**src/hw/rtl/sorted_priority_queue_top_defines.svh**
```systemverilog
// ----------------------------------------------------------------------------
// Sorted priority queue assertion macros
// Shared concurrent assertion forms, clocked on clk and disabled in reset.
// ----------------------------------------------------------------------------
`ifndef SORTED_PRIORITY_QUEUE_TOP_DEFINES_SVH
`define SORTED_PRIORITY_QUEUE_TOP_DEFINES_SVH

// The consequent must hold in the same cycle as the antecedent.
`define SPQ_ASSERT_SAME(label, ante, cons, msg) \
    label: assert property (@(posedge clk) disable iff (!rst_n) (ante) |-> (cons)) \
        else $error(msg);

// The consequent must hold in the cycle after the antecedent.
`define SPQ_ASSERT_NEXT(label, ante, cons, msg) \
    label: assert property (@(posedge clk) disable iff (!rst_n) (ante) |=> (cons)) \
        else $error(msg);

`endif

```
**src/hw/rtl/spq_pkg.sv**
```systemverilog
// ----------------------------------------------------------------------------
// Sorted priority queue package
// Sizes, operation and status codes, and the control bundle sent to the cells.
// ----------------------------------------------------------------------------
`default_nettype none

package spq_pkg;

    localparam int QUEUE_DEPTH = 16;
    localparam int VALUE_WIDTH = 16;
    localparam int PRIO_W      = 32;
    localparam int TAG_W       = 16;
    localparam int COUNT_W     = $clog2(QUEUE_DEPTH + 1);

    typedef enum logic [1:0] {
        OP_INSERT = 2'd0,
        OP_POP    = 2'd1,
        OP_PEEK   = 2'd2
    } op_t;

    typedef enum logic [1:0] {
        STATUS_OK    = 2'd0,
        STATUS_FULL  = 2'd1,
        STATUS_EMPTY = 2'd2
    } status_t;

    typedef struct packed {
        logic                     insert;
        logic                     pop;
        logic signed [PRIO_W-1:0] prio;
        logic [VALUE_WIDTH-1:0]   value;
    } cell_ctrl_t;

endpackage

`default_nettype wire

```
**src/hw/rtl/spq_if.sv**
```systemverilog
// ----------------------------------------------------------------------------
// Sorted priority queue channels
// Valid/ready channels for request beats and response beats.
// ----------------------------------------------------------------------------
`default_nettype none

interface spq_in_if import spq_pkg::*; ();
    logic                     valid;
    logic                     ready;
    logic [1:0]               op;
    logic signed [PRIO_W-1:0] new_priority;
    logic [TAG_W-1:0]         new_value;

    modport source (output valid, output op, output new_priority, output new_value,
                    input ready);
    modport sink (input valid, input op, input new_priority, input new_value,
                  output ready);
endinterface

interface spq_out_if import spq_pkg::*; ();
    logic                     valid;
    logic                     ready;
    logic                     head_valid;
    logic [TAG_W-1:0]         head_value;
    logic signed [PRIO_W-1:0] head_priority;
    logic [COUNT_W-1:0]       entry_total;
    logic [1:0]               status;

    modport source (output valid, output head_valid, output head_value,
                    output head_priority, output entry_total, output status,
                    input ready);
    modport sink (input valid, input head_valid, input head_value,
                  input head_priority, input entry_total, input status,
                  output ready);
endinterface

`default_nettype wire

```
**src/hw/rtl/spq_cell.sv**
```systemverilog
// ----------------------------------------------------------------------------
// Sorted priority queue cell
// One slot of the sorted chain: compares, then keeps, loads or shifts.
// ----------------------------------------------------------------------------
`default_nettype none

module spq_cell import spq_pkg::*; (
    input  wire logic                     clk,
    input  wire cell_ctrl_t               ctrl,
    input  wire logic                     occupied,
    input  wire logic                     left_take,
    input  wire logic signed [PRIO_W-1:0] left_prio,
    input  wire logic [VALUE_WIDTH-1:0]   left_value,
    input  wire logic signed [PRIO_W-1:0] right_prio,
    input  wire logic [VALUE_WIDTH-1:0]   right_value,
    output logic                          take,
    output logic signed [PRIO_W-1:0]      prio,
    output logic [VALUE_WIDTH-1:0]        value,
    output logic signed [PRIO_W-1:0]      prio_next,
    output logic [VALUE_WIDTH-1:0]        value_next
);

    logic signed [PRIO_W-1:0] prio_reg;
    logic [VALUE_WIDTH-1:0]   value_reg;

    // The chain is sorted, so take rises once and stays high toward the tail.
    assign take  = !occupied || (prio_reg <= ctrl.prio);
    assign prio  = prio_reg;
    assign value = value_reg;

    always_comb
    begin
        priority if (ctrl.insert && left_take)
        begin
            prio_next  = left_prio;
            value_next = left_value;
        end
        else if (ctrl.insert && take)
        begin
            prio_next  = ctrl.prio;
            value_next = ctrl.value;
        end
        else if (ctrl.pop)
        begin
            prio_next  = right_prio;
            value_next = right_value;
        end
        else
        begin
            prio_next  = prio_reg;
            value_next = value_reg;
        end
    end

    always_ff @(posedge clk)
    begin
        prio_reg  <= prio_next;
        value_reg <= value_next;
    end

endmodule

`default_nettype wire

```
**src/hw/rtl/sorted_priority_queue_top.sv**
```systemverilog
// ----------------------------------------------------------------------------
// Sorted priority queue top level
// A chain of compare-and-shift cells holding entries highest priority first.
// ----------------------------------------------------------------------------
//  Channel  Dir  Payload
//  req      in   op, new_priority, new_value
//  rsp      out  head_valid, head_value, head_priority, entry_total, status
//
//  The cells compare in parallel and shift in the same edge, so a beat can be
//  taken in each cycle unless a held response stalls the request side.
//  The response is registered and appears in the cycle after the request beat.
//  A held response stalls the request side only while rsp.ready is low.
//  Reset empties the queue at once; there is no clearing pass.
// ----------------------------------------------------------------------------
`default_nettype none
`include "sorted_priority_queue_top_defines.svh"

module sorted_priority_queue_top import spq_pkg::*; (
    input  wire logic clk,
    input  wire logic rst_n,
    spq_in_if.sink    req,
    spq_out_if.source rsp
);

    logic [COUNT_W-1:0]       count_reg;
    logic [COUNT_W-1:0]       count_next;
    logic                     rsp_valid_reg;
    logic                     head_valid_reg;
    logic [TAG_W-1:0]         head_value_reg;
    logic signed [PRIO_W-1:0] head_priority_reg;
    logic [COUNT_W-1:0]       entry_total_reg;
    logic [1:0]               status_reg;

    logic       accept;
    logic       is_full;
    logic       is_empty;
    logic [1:0] status_next;
    cell_ctrl_t ctrl;

    logic                     take_w  [QUEUE_DEPTH];
    logic signed [PRIO_W-1:0] prio_w  [QUEUE_DEPTH];
    logic [VALUE_WIDTH-1:0]   value_w [QUEUE_DEPTH];
    logic signed [PRIO_W-1:0] prio_nx [QUEUE_DEPTH];
    logic [VALUE_WIDTH-1:0]   value_nx[QUEUE_DEPTH];

    assign req.ready = !rsp_valid_reg || rsp.ready;
    assign accept    = req.valid && req.ready;
    assign is_full   = (count_reg == COUNT_W'(QUEUE_DEPTH));
    assign is_empty  = (count_reg == '0);

    always_comb
    begin
        ctrl.insert = accept && (req.op == OP_INSERT) && !is_full;
        ctrl.pop    = accept && (req.op == OP_POP) && !is_empty;
        ctrl.prio   = req.new_priority;
        ctrl.value  = VALUE_WIDTH'(req.new_value);
        priority if (req.op == OP_INSERT && is_full)
            status_next = STATUS_FULL;
        else if (req.op == OP_POP && is_empty)
            status_next = STATUS_EMPTY;
        else
            status_next = STATUS_OK;
        priority if (ctrl.insert)
            count_next = count_reg + COUNT_W'(1);
        else if (ctrl.pop)
            count_next = count_reg - COUNT_W'(1);
        else
            count_next = count_reg;
    end

    for (genvar i = 0; i < QUEUE_DEPTH; i++)
    begin : g_cell
        logic                     left_take;
        logic signed [PRIO_W-1:0] left_prio;
        logic [VALUE_WIDTH-1:0]   left_value;
        logic signed [PRIO_W-1:0] right_prio;
        logic [VALUE_WIDTH-1:0]   right_value;

        if (i == 0)
        begin : g_head
            assign left_take  = 1'b0;
            assign left_prio  = ctrl.prio;
            assign left_value = ctrl.value;
        end
        else
        begin : g_body
            assign left_take  = take_w[i-1];
            assign left_prio  = prio_w[i-1];
            assign left_value = value_w[i-1];
        end

        if (i == QUEUE_DEPTH - 1)
        begin : g_tail
            assign right_prio  = prio_w[i];
            assign right_value = value_w[i];
        end
        else
        begin : g_inner
            assign right_prio  = prio_w[i+1];
            assign right_value = value_w[i+1];
        end

        spq_cell u_cell (
            .clk         (clk),
            .ctrl        (ctrl),
            .occupied    (count_reg > COUNT_W'(i)),
            .left_take   (left_take),
            .left_prio   (left_prio),
            .left_value  (left_value),
            .right_prio  (right_prio),
            .right_value (right_value),
            .take        (take_w[i]),
            .prio        (prio_w[i]),
            .value       (value_w[i]),
            .prio_next   (prio_nx[i]),
            .value_next  (value_nx[i])
        );
    end

    always_ff @(posedge clk or negedge rst_n)
    begin
        if (!rst_n)
        begin
            count_reg     <= '0;
            rsp_valid_reg <= 1'b0;
        end
        else
        begin
            count_reg <= count_next;
            if (accept)
                rsp_valid_reg <= 1'b1;
            else if (rsp.ready)
                rsp_valid_reg <= 1'b0;
        end
    end

    always_ff @(posedge clk)
    begin
        if (accept)
        begin
            head_valid_reg    <= (count_next != '0);
            head_value_reg    <= (count_next != '0) ? TAG_W'(value_nx[0]) : '0;
            head_priority_reg <= (count_next != '0) ? prio_nx[0] : '0;
            entry_total_reg   <= count_next;
            status_reg        <= status_next;
        end
    end

    assign rsp.valid         = rsp_valid_reg;
    assign rsp.head_valid    = head_valid_reg;
    assign rsp.head_value    = head_value_reg;
    assign rsp.head_priority = head_priority_reg;
    assign rsp.entry_total   = entry_total_reg;
    assign rsp.status        = status_reg;

    `SPQ_ASSERT_SAME(a_count_range, 1'b1, count_reg <= COUNT_W'(QUEUE_DEPTH),
                     "fill count overflow")
    `SPQ_ASSERT_NEXT(a_full_drop, accept && req.op == OP_INSERT && is_full,
                     status_reg == STATUS_FULL && $stable(count_reg),
                     "full insert not dropped")
    `SPQ_ASSERT_NEXT(a_rsp_count, accept,
                     rsp_valid_reg && entry_total_reg == count_reg,
                     "response count mismatch")
    `SPQ_ASSERT_SAME(a_head_valid, rsp_valid_reg,
                     head_valid_reg == (entry_total_reg != '0),
                     "head valid inconsistent")
    `SPQ_ASSERT_SAME(a_sorted_head, count_reg >= COUNT_W'(2), prio_w[0] >= prio_w[1],
                     "head not highest")

endmodule

`default_nettype wire

```
**src/flat_wrapper.sv**
```systemverilog
// flat-port wrapper written by rule: the top's interface ports become plain ports
module sorted_priority_queue_top_flat import spq_pkg::*;
  (clk, rst_n, req_valid, req_op, req_new_priority, req_new_value, req_ready, rsp_valid, rsp_head_valid, rsp_head_value, rsp_head_priority, rsp_entry_total, rsp_status, rsp_ready);
  spq_in_if req_i ();
  spq_out_if rsp_i ();
  input  wire logic clk;
  input  wire logic rst_n;
  input wire logic [$bits(req_i.valid)-1:0] req_valid;
  input wire logic [$bits(req_i.op)-1:0] req_op;
  input wire logic [$bits(req_i.new_priority)-1:0] req_new_priority;
  input wire logic [$bits(req_i.new_value)-1:0] req_new_value;
  output wire logic [$bits(req_i.ready)-1:0] req_ready;
  output wire logic [$bits(rsp_i.valid)-1:0] rsp_valid;
  output wire logic [$bits(rsp_i.head_valid)-1:0] rsp_head_valid;
  output wire logic [$bits(rsp_i.head_value)-1:0] rsp_head_value;
  output wire logic [$bits(rsp_i.head_priority)-1:0] rsp_head_priority;
  output wire logic [$bits(rsp_i.entry_total)-1:0] rsp_entry_total;
  output wire logic [$bits(rsp_i.status)-1:0] rsp_status;
  input wire logic [$bits(rsp_i.ready)-1:0] rsp_ready;
  assign req_i.valid = req_valid;
  assign req_i.op = req_op;
  assign req_i.new_priority = req_new_priority;
  assign req_i.new_value = req_new_value;
  assign req_ready = req_i.ready;
  assign rsp_valid = rsp_i.valid;
  assign rsp_head_valid = rsp_i.head_valid;
  assign rsp_head_value = rsp_i.head_value;
  assign rsp_head_priority = rsp_i.head_priority;
  assign rsp_entry_total = rsp_i.entry_total;
  assign rsp_status = rsp_i.status;
  assign rsp_i.ready = rsp_ready;
  sorted_priority_queue_top u_core (.clk(clk), .rst_n(rst_n), .req(req_i), .rsp(rsp_i));
endmodule
```
**config.mk**
```make
export PLATFORM = sky130hd
export DESIGN_NAME = sorted_priority_queue_top_flat
export DESIGN_NICKNAME = d
export VERILOG_FILES = /design/src/hw/rtl/spq_pkg.sv /design/src/hw/rtl/spq_if.sv /design/src/hw/rtl/spq_cell.sv /design/src/hw/rtl/sorted_priority_queue_top.sv /design/src/flat_wrapper.sv
export VERILOG_INCLUDE_DIRS = /design/src /design/src/hw/rtl
export SDC_FILE = /design/constraint.sdc
export NUM_CORES = 2
export LEC_CHECK = 0
export BUFFER_PORTS_ARGS = -buffer_cell sky130_fd_sc_hd__buf_4
export CORE_UTILIZATION = 58
export CTS_BUF_LIST = sky130_fd_sc_hd__clkbuf_16
export DETAILED_ROUTE_END_ITERATION = 8
export HOLD_SLACK_MARGIN = 0.02
export PLACE_DENSITY = 0.82
export SYNTH_ARGS = -nofsm -noshare
export SYNTH_HDL_FRONTEND = slang
export SYNTH_SLANG_ARGS = --single-unit
```
**constraint.sdc**
```tcl
create_clock -name clk -period 4.82 [get_ports clk]
set_input_delay 0.964 -clock clk [delete_from_list [all_inputs] [get_ports clk]]
set_output_delay 0.964 -clock clk [all_outputs]
set_load 0.1 [all_outputs]
```
* Word level (Yosys, flattened, before mapping) *
Index checks and enable logic that the tools add are counted.

storage, ports and cells
  output and inout bits = 58
  input bits = 54
  register bits after elaboration = 830

operators by class
  reductions and logical operators = 78
  $lt $le $gt $ge = 32
  add/subtract/negate cells = 2
  eq/ne operators = 2
  multiplexer cells = 97

operator list
  kind                 count
  $mux 32              46
  $mux 16              46
  $le 32x32->1         16
  $reduce_bool 3->1    14
  $gt 5x4->1 const B   8
  $logic_and 1x1->1    23
  $gt 5x3->1 const B   4
  $logic_not 1->1      19
  $logic_or 1x1->1     17
  $gt 5x1->1 const B   2
  $gt 5x2->1 const B   2
  $mux 5               2
  $add 5x1->5 const B  1
  $eq 5x5->1 const B   1
  $logic_not 5->1      1
  $reduce_bool 5->1    1
  $sub 5x1->5 const B  1
  $reduce_bool 2->1    2
  $eq 2x1->1 const B   1
  $logic_not 2->1      1
  $mux 1               2
  $mux 2               1

* Depth between registers and ports, before layout *
  word-level depth = 8
  depth in mapped cells = 14

* Cells and area by module *
From an unflattened synthesis, not the netlist that was laid out.

unflattened totals
  cell total of the unflattened synthesis = 6428
  area, all modules = 57815.4 sq um

modules (own cells, without submodules)
  module                                  instances  seq. area each (sq um)  cells each  area each (sq um)
  spq_cell (u_core.g_cell[0].u_cell ...)  13         960.9                   387         3440.8
  spq_cell (u_core.g_cell[8].u_cell ...)  2          960.9                   376         3368.2
  spq_cell (u_core.g_cell[7].u_cell)      1          960.9                   377         3367.0
  sorted_priority_queue_top               1          1831.8                  268         2981.6

* Worst setup path after synthesis *
No wires, ideal clock.

  kind = input -> register
  start point = in req_new_priority[1]
  end point = reg u_core.g_cell[15].u_cell.prio_reg[0] (enable)
  stages on the path = 10
  path slack = -1.088 ns
  data arrival time = 5.425 ns
  buffers on the path = 0
  setup time = 0.483 ns
  data required time = 4.337 ns
  cells stage by stage = inv_1 -> ha_1 -> nor2b_1 -> o21ai_0 -> nand2b_1 -> a21oi_1 -> o21ai_0 -> o32ai_1 -> mux2_2 -> a31oi_1

on the way
  cells in the longest elaborated chain, start to end = 4
  elaborated cells on any way between the ends = 7
  classes of those cells = 2 x order compare; 5 x reduce/logical

RTL lines
  what                                  line                            source
  start: declaration                    flat_wrapper.sv:10              input wire logic [$bits(req_i.new_priority)-1:0] req_new_priority;
  $le 32x32->1                          spq_cell.sv:27                  assign take = !occupied || (prio_reg <= ctrl.prio);
  $logic_or 1x1->1                      spq_cell.sv:27
  $logic_and 1x1->1 (on tied branches)  spq_cell.sv:38, spq_cell.sv:33
  $reduce_bool 2->1 (no source line) *  --
  end signal: assignment                spq_cell.sv:57                  prio_reg <= prio_next;
  end: declaration                      spq_cell.sv:23                  logic signed [PRIO_W-1:0] prio_reg;

Mark *: on every way between the ends. The rest lies on a longest branch, timed or not.
A chain may end at the register's enable or synchronous reset.

* Worst setup path in the final report *
  start point = in req_new_priority[25]
  end point = reg u_core.g_cell[1].u_cell.prio_reg[25], data pin

on the way
  cells in the longest elaborated chain, start to end = 5
  elaborated cells on any way between the ends = 8
  classes of those cells = 2 x order compare; 2 x mux; 4 x reduce/logical

RTL lines
  what                                             line            source
  $le 32x32->1                                     spq_cell.sv:27
  $logic_or 1x1->1                                 spq_cell.sv:27
  $logic_and 1x1->1                                spq_cell.sv:38  else if (ctrl.insert && take)
  $mux 32                                          spq_cell.sv:38
  $mux 32 *                                        spq_cell.sv:33  priority if (ctrl.insert && left_take)
  named net u_core.g_cell[1].u_cell.prio_next[25]  spq_cell.sv:19  output logic signed [PRIO_W-1:0] prio_next,
  end signal: assignment                           spq_cell.sv:57
  end: declaration                                 spq_cell.sv:23

The timed path passes the listed nets; every way through them passes the cells marked *.

==> impl_summary.txt <==
----------------------------------------------------
[Outcome]
  Status ... complete, but fails checks
  Violations in the final reports ... design-rule violations

[Timing]
  Final clock skew ... 0.0208 ns
  Setup violation total in the final timing report ... 0
  Post-route fraction of the period consumed by the critical path ... 86.3%
  Fmax achieved ... 240 MHz
  Number of failing hold endpoints at the final stage ... 0
  Worst-margin pin slew ... 1.36 ns
  Hold Slack ... 0.0779 ns
  Final critical path time including I/O delays and setup ... 4.16 ns
  Setup repair after global routing missed its margin ... false
  Post-route setup TNS ... 0 ns
  Count of pins over their slew limit ... 0
  Relative slew slack ... 9.14%

[CTS]
  Setup repair bufs after CTS ... 0
  Bufs on Longest Clock Path ... 3
  TritonCTS clock tree ... done
  Clock Sink Count ... 830
  # H-tree levels ... 3
  Clock transition at path regs ... 0.06 ns
  Resize count post-CTS ... 0
  Clk root buf ... clkbuf_16
  Hold buffer count at CTS ... 0
  Skew-Pair Late Insertion Delay ... 0.68 ns
  Number of buffers created by CTS ... 88

[Floorplanning]
  IO Pins ... 112
  Horizontal extent of the die ... 301 um
  Initial Utilization ... 58.7%
  Y dimension of the die ... 301 um
  Core area ... 0.0886 mm^2
  Die outline area ... 0.0909 mm^2
  Number of rows created at floorplan ... 109

[Critical path]
  CP Capture Type ... flip-flop
  Highest net fanout along the worst path ... 40
  Arrival time of the worst setup path ... 4.56 ns
  Delay of the slowest cell on the worst path ... 0.56 ns
  CP Class ... in -> reg
  Cell occurring most often along the worst timing path ... buf_4
  Critical Path Source ... req_new_priority[25]
  Slowest stage cell on the critical path ... nor4_1
  Element type at the critical path start ... primary input
  Required arrival time at the worst endpoint ... 5.23 ns
  Reg-to-reg startpoint ... u_core.count_reg[1]$_DFF_PN0_
  Critical path cell sequence ... buf_4 -> inv_1 -> buf_4 -> ha_1 -> nand4_1 -> nor4_1 -> buf_4 -> nand2_1 -> nor3_1 -> buf_4 -> nor2_1 -> a31oi_4 -> buf_12 -> buf_12 -> mux2i_1 -> a21oi_1

[Power]
  Net switching power ... 10.0 mW
  Total power after layout ... 26.7 mW
  Power density over the cells ... 458 mW/mm^2
  LEAKAGE ... 22.5 nW
  Cell-internal power ... 16.7 mW
  Proportion of power drawn by combinational gates ... 35.4%
  Worst IR drop on VDD ... 433 uV
  Fraction of power consumed by the clock network ... 25.5%
  Switch share ... 37.6%
  Sequential share of power ... 39.1%

[Detailed routing]
  Residual DRC ... 12
  Met1 Wirelength ... 60,100 um
  Iter 0 DRT Violations ... 5,946
  Post-DR vias/cell ... 6.96
  Vias after detailed routing ... 44,700
  Antenna-violating nets left ... 0
  Total length of routed met3 wires ... 13,300 um
  Highest routing layer actually used ... met5
  Total length of routed met2 wires ... 74,300 um
  Count of TritonRoute iterations in the first routing pass ... 9
  Per-cell routed wire length ... 24.3 um
  Total wire length after detailed routing ... 156,000 um

[GRT]
  Global-route wire length before repair ... 241,000 um
  Largest net degree at the start of global routing ... 114
  Total congestion overflow ... 0
  Global Route Usage Sum ... 33.6%
  Via count of the first global-routing pass ... 43,800
  Antenna violations before repair ... 3

[Finish]
  Cell area after layout ... 0.0582 mm^2
  Fraction of final layout cells with drive strength greater than 1 ... 13.5%
  Layout net count ... 5,751
  Largest register FFs ... 512
  Area Overhead vs Synth ... 12.0%

[Yosys]
  Number of synthesized flops with an enable pin ... 776
  Post-synthesis cell area ... 0.0520 mm^2
  Post-Synthesis Mean Instance Area ... 10.2 um^2
  Proportion of netlist area held by the largest area contributor ... 44.8%
  Count of different cell masters after synthesis ... 86
  Mapped Nets ... 5,671
  Count of synthesis-stage warnings from yosys ... 0
  Fraction of registers with async set/reset ... 0.723%
  Cells taking the most area after synthesis ... edfxtp_1 (45%), ha_1 (12%), a21oi_1 (6.3%), nor2_1 (3.8%), o22ai_1 (3.5%)
  Post-synthesis sequential area ratio ... 46.9%
  Dominant cell type by area after synthesis ... edfxtp_1
  Most common flop cell mapped by yosys ... edfxtp_1
  Synthesized instance count ... 5,100
  Yosys reg bits ... 830

[Place]
  Placement Cell Area ... 0.0554 mm^2
  Final weighted congestion in routability-driven placement ... 0.959
  Hpwl dp ... 112,000 um
  I/O Buffers ... 111

[Hold path]
  Worst hold path class ... in -> async

[Job]
  Maximum Capacitance Violations ... 0

----------------------------------------------------
cell usage after synthesis, types with 50 or more instances:
master,instances
edfxtp_1,776
a21oi_1,654
nor2_1,526
ha_1,517
nand2_1,421
o22ai_1,290
o21ai_0,227
clkbuf_1,225
a31oi_1,159
buf_2,121
mux2i_1,98
nand4_1,96
mux2_2,94
inv_1,90
nor2b_1,67
nor3_1,59
or3_1,57
and3_1,53
a221o_1,51
o2bb2ai_1,50
path summary, 6_finish.rpt:
| kind | endpoint | slack (ns) | depth (start not counted) |
|---|---|---|---|
| hold reg to reg | u_core.g_cell[0].u_cell.value[4]$_DFF_P_ | 0.51 | 2 |
| hold / removal | u_core.count_reg[1]$_DFF_PN0_ | 0.08 | 1 |
| max in group asynchronous | u_core.rsp.valid$_DFFE_PN0P_ | 4.62 | 1 |
| min in group clk | u_core.g_cell[0].u_cell.value[4]$_DFF_P_ | 0.51 | 2 |
| setup / recovery | u_core.g_cell[1].u_cell.prio[25]$_DFFE_PP_ | 0.66 | 16 |
| setup reg to reg | u_core.g_cell[10].u_cell.prio[20]$_DFFE_PP_ | 0.83 | 11 |
cells by family after synthesis:
group                    Yosys count  share of synthesized area (%)
XOR/XNOR                           3                         0.0505
buffers and inverters            469                           4.00
AO/OA/AOI/OAI                   1624                           18.8
flip-flops                       830                           46.9
multiplexers                     240                           5.30
adder cells (fa/ha/maj)          517                           12.4
AND/OR/NAND/NOR                 1417                           12.5
per-layer routing:
metal | GRT usage [%] | up-vias
li1 | - | 19800
met1 | 43.4 | 21400
met2 | 55.5 | 2857
met3 | 4.66 | 596
met4 | 16.0 | 2
met5 | 0 | -
worst max-delay path: cells and delay by family:
family	cells	cell delay [ns]
buf+inv	7	1.57
fa+ha+maj	1	0.30
compound gates	2	0.29
mux	1	0.29
simple gates	5	1.13
power by group through the flow:
stage          logic (mW)  registers, mW  clock network, mW
6_report             9.44           10.4               6.82
5_1_grt              10.2           10.5               7.09
4_1_cts              9.23           10.4               6.83
3_5_place_dp         9.14           10.5                  0
3_3_place_gp         8.77           10.5                  0
2_1_floorplan        5.69           11.1                  0
final cells by class:
class / count / area, um^2
Multi-Input combinational cell: 3801 / 25800
Inverter: 91 / 342
Antenna cell: 1 / 2.50
Clock buffer: 90 / 2250
Timing Repair Buffer: 368 / 3410
Tap cell: 1165 / 1460
Clock inverter: 73 / 573
Fill cell: 6649 / 30400
Sequential cell: 830 / 24400
layout by cell type, fill, tap and decap left out, types with 47 or more instances in the layout:
master and n:
edfxtp_1 776, a21oi_1 649, nor2_1 522, ha_1 517, nand2_1 418, buf_4 316
o22ai_1 290, o21ai_0 227, a31oi_1 156, inv_1 107, mux2i_1 98, nand4_1 96
mux2_2 94, clkbuf_16 90, nor2b_1 66, nor3_1 59, or3_1 56, and3_1 52
buf_12 52, a221o_1 51, o2bb2ai_1 50, a311oi_1 48, dfxtp_1 48, mux2_4 47
through the flow:
| step | setup WS, ns | std cells | util (%) |
|---|---|---|---|
| final | 0.662 | 6419 | 65.7 |
| after global routing | 0.510 | 6418 | 65.7 |
| after CTS | 0.771 | 6418 | 65.7 |
| after detailed placement | 0.0943 | 6255 | 62.5 |
| after global placement | 0.132 | 6255 | 62.5 |
| after floorplan | -0.221 | 5100 | - |
Power figures use the tool's default switching activity.
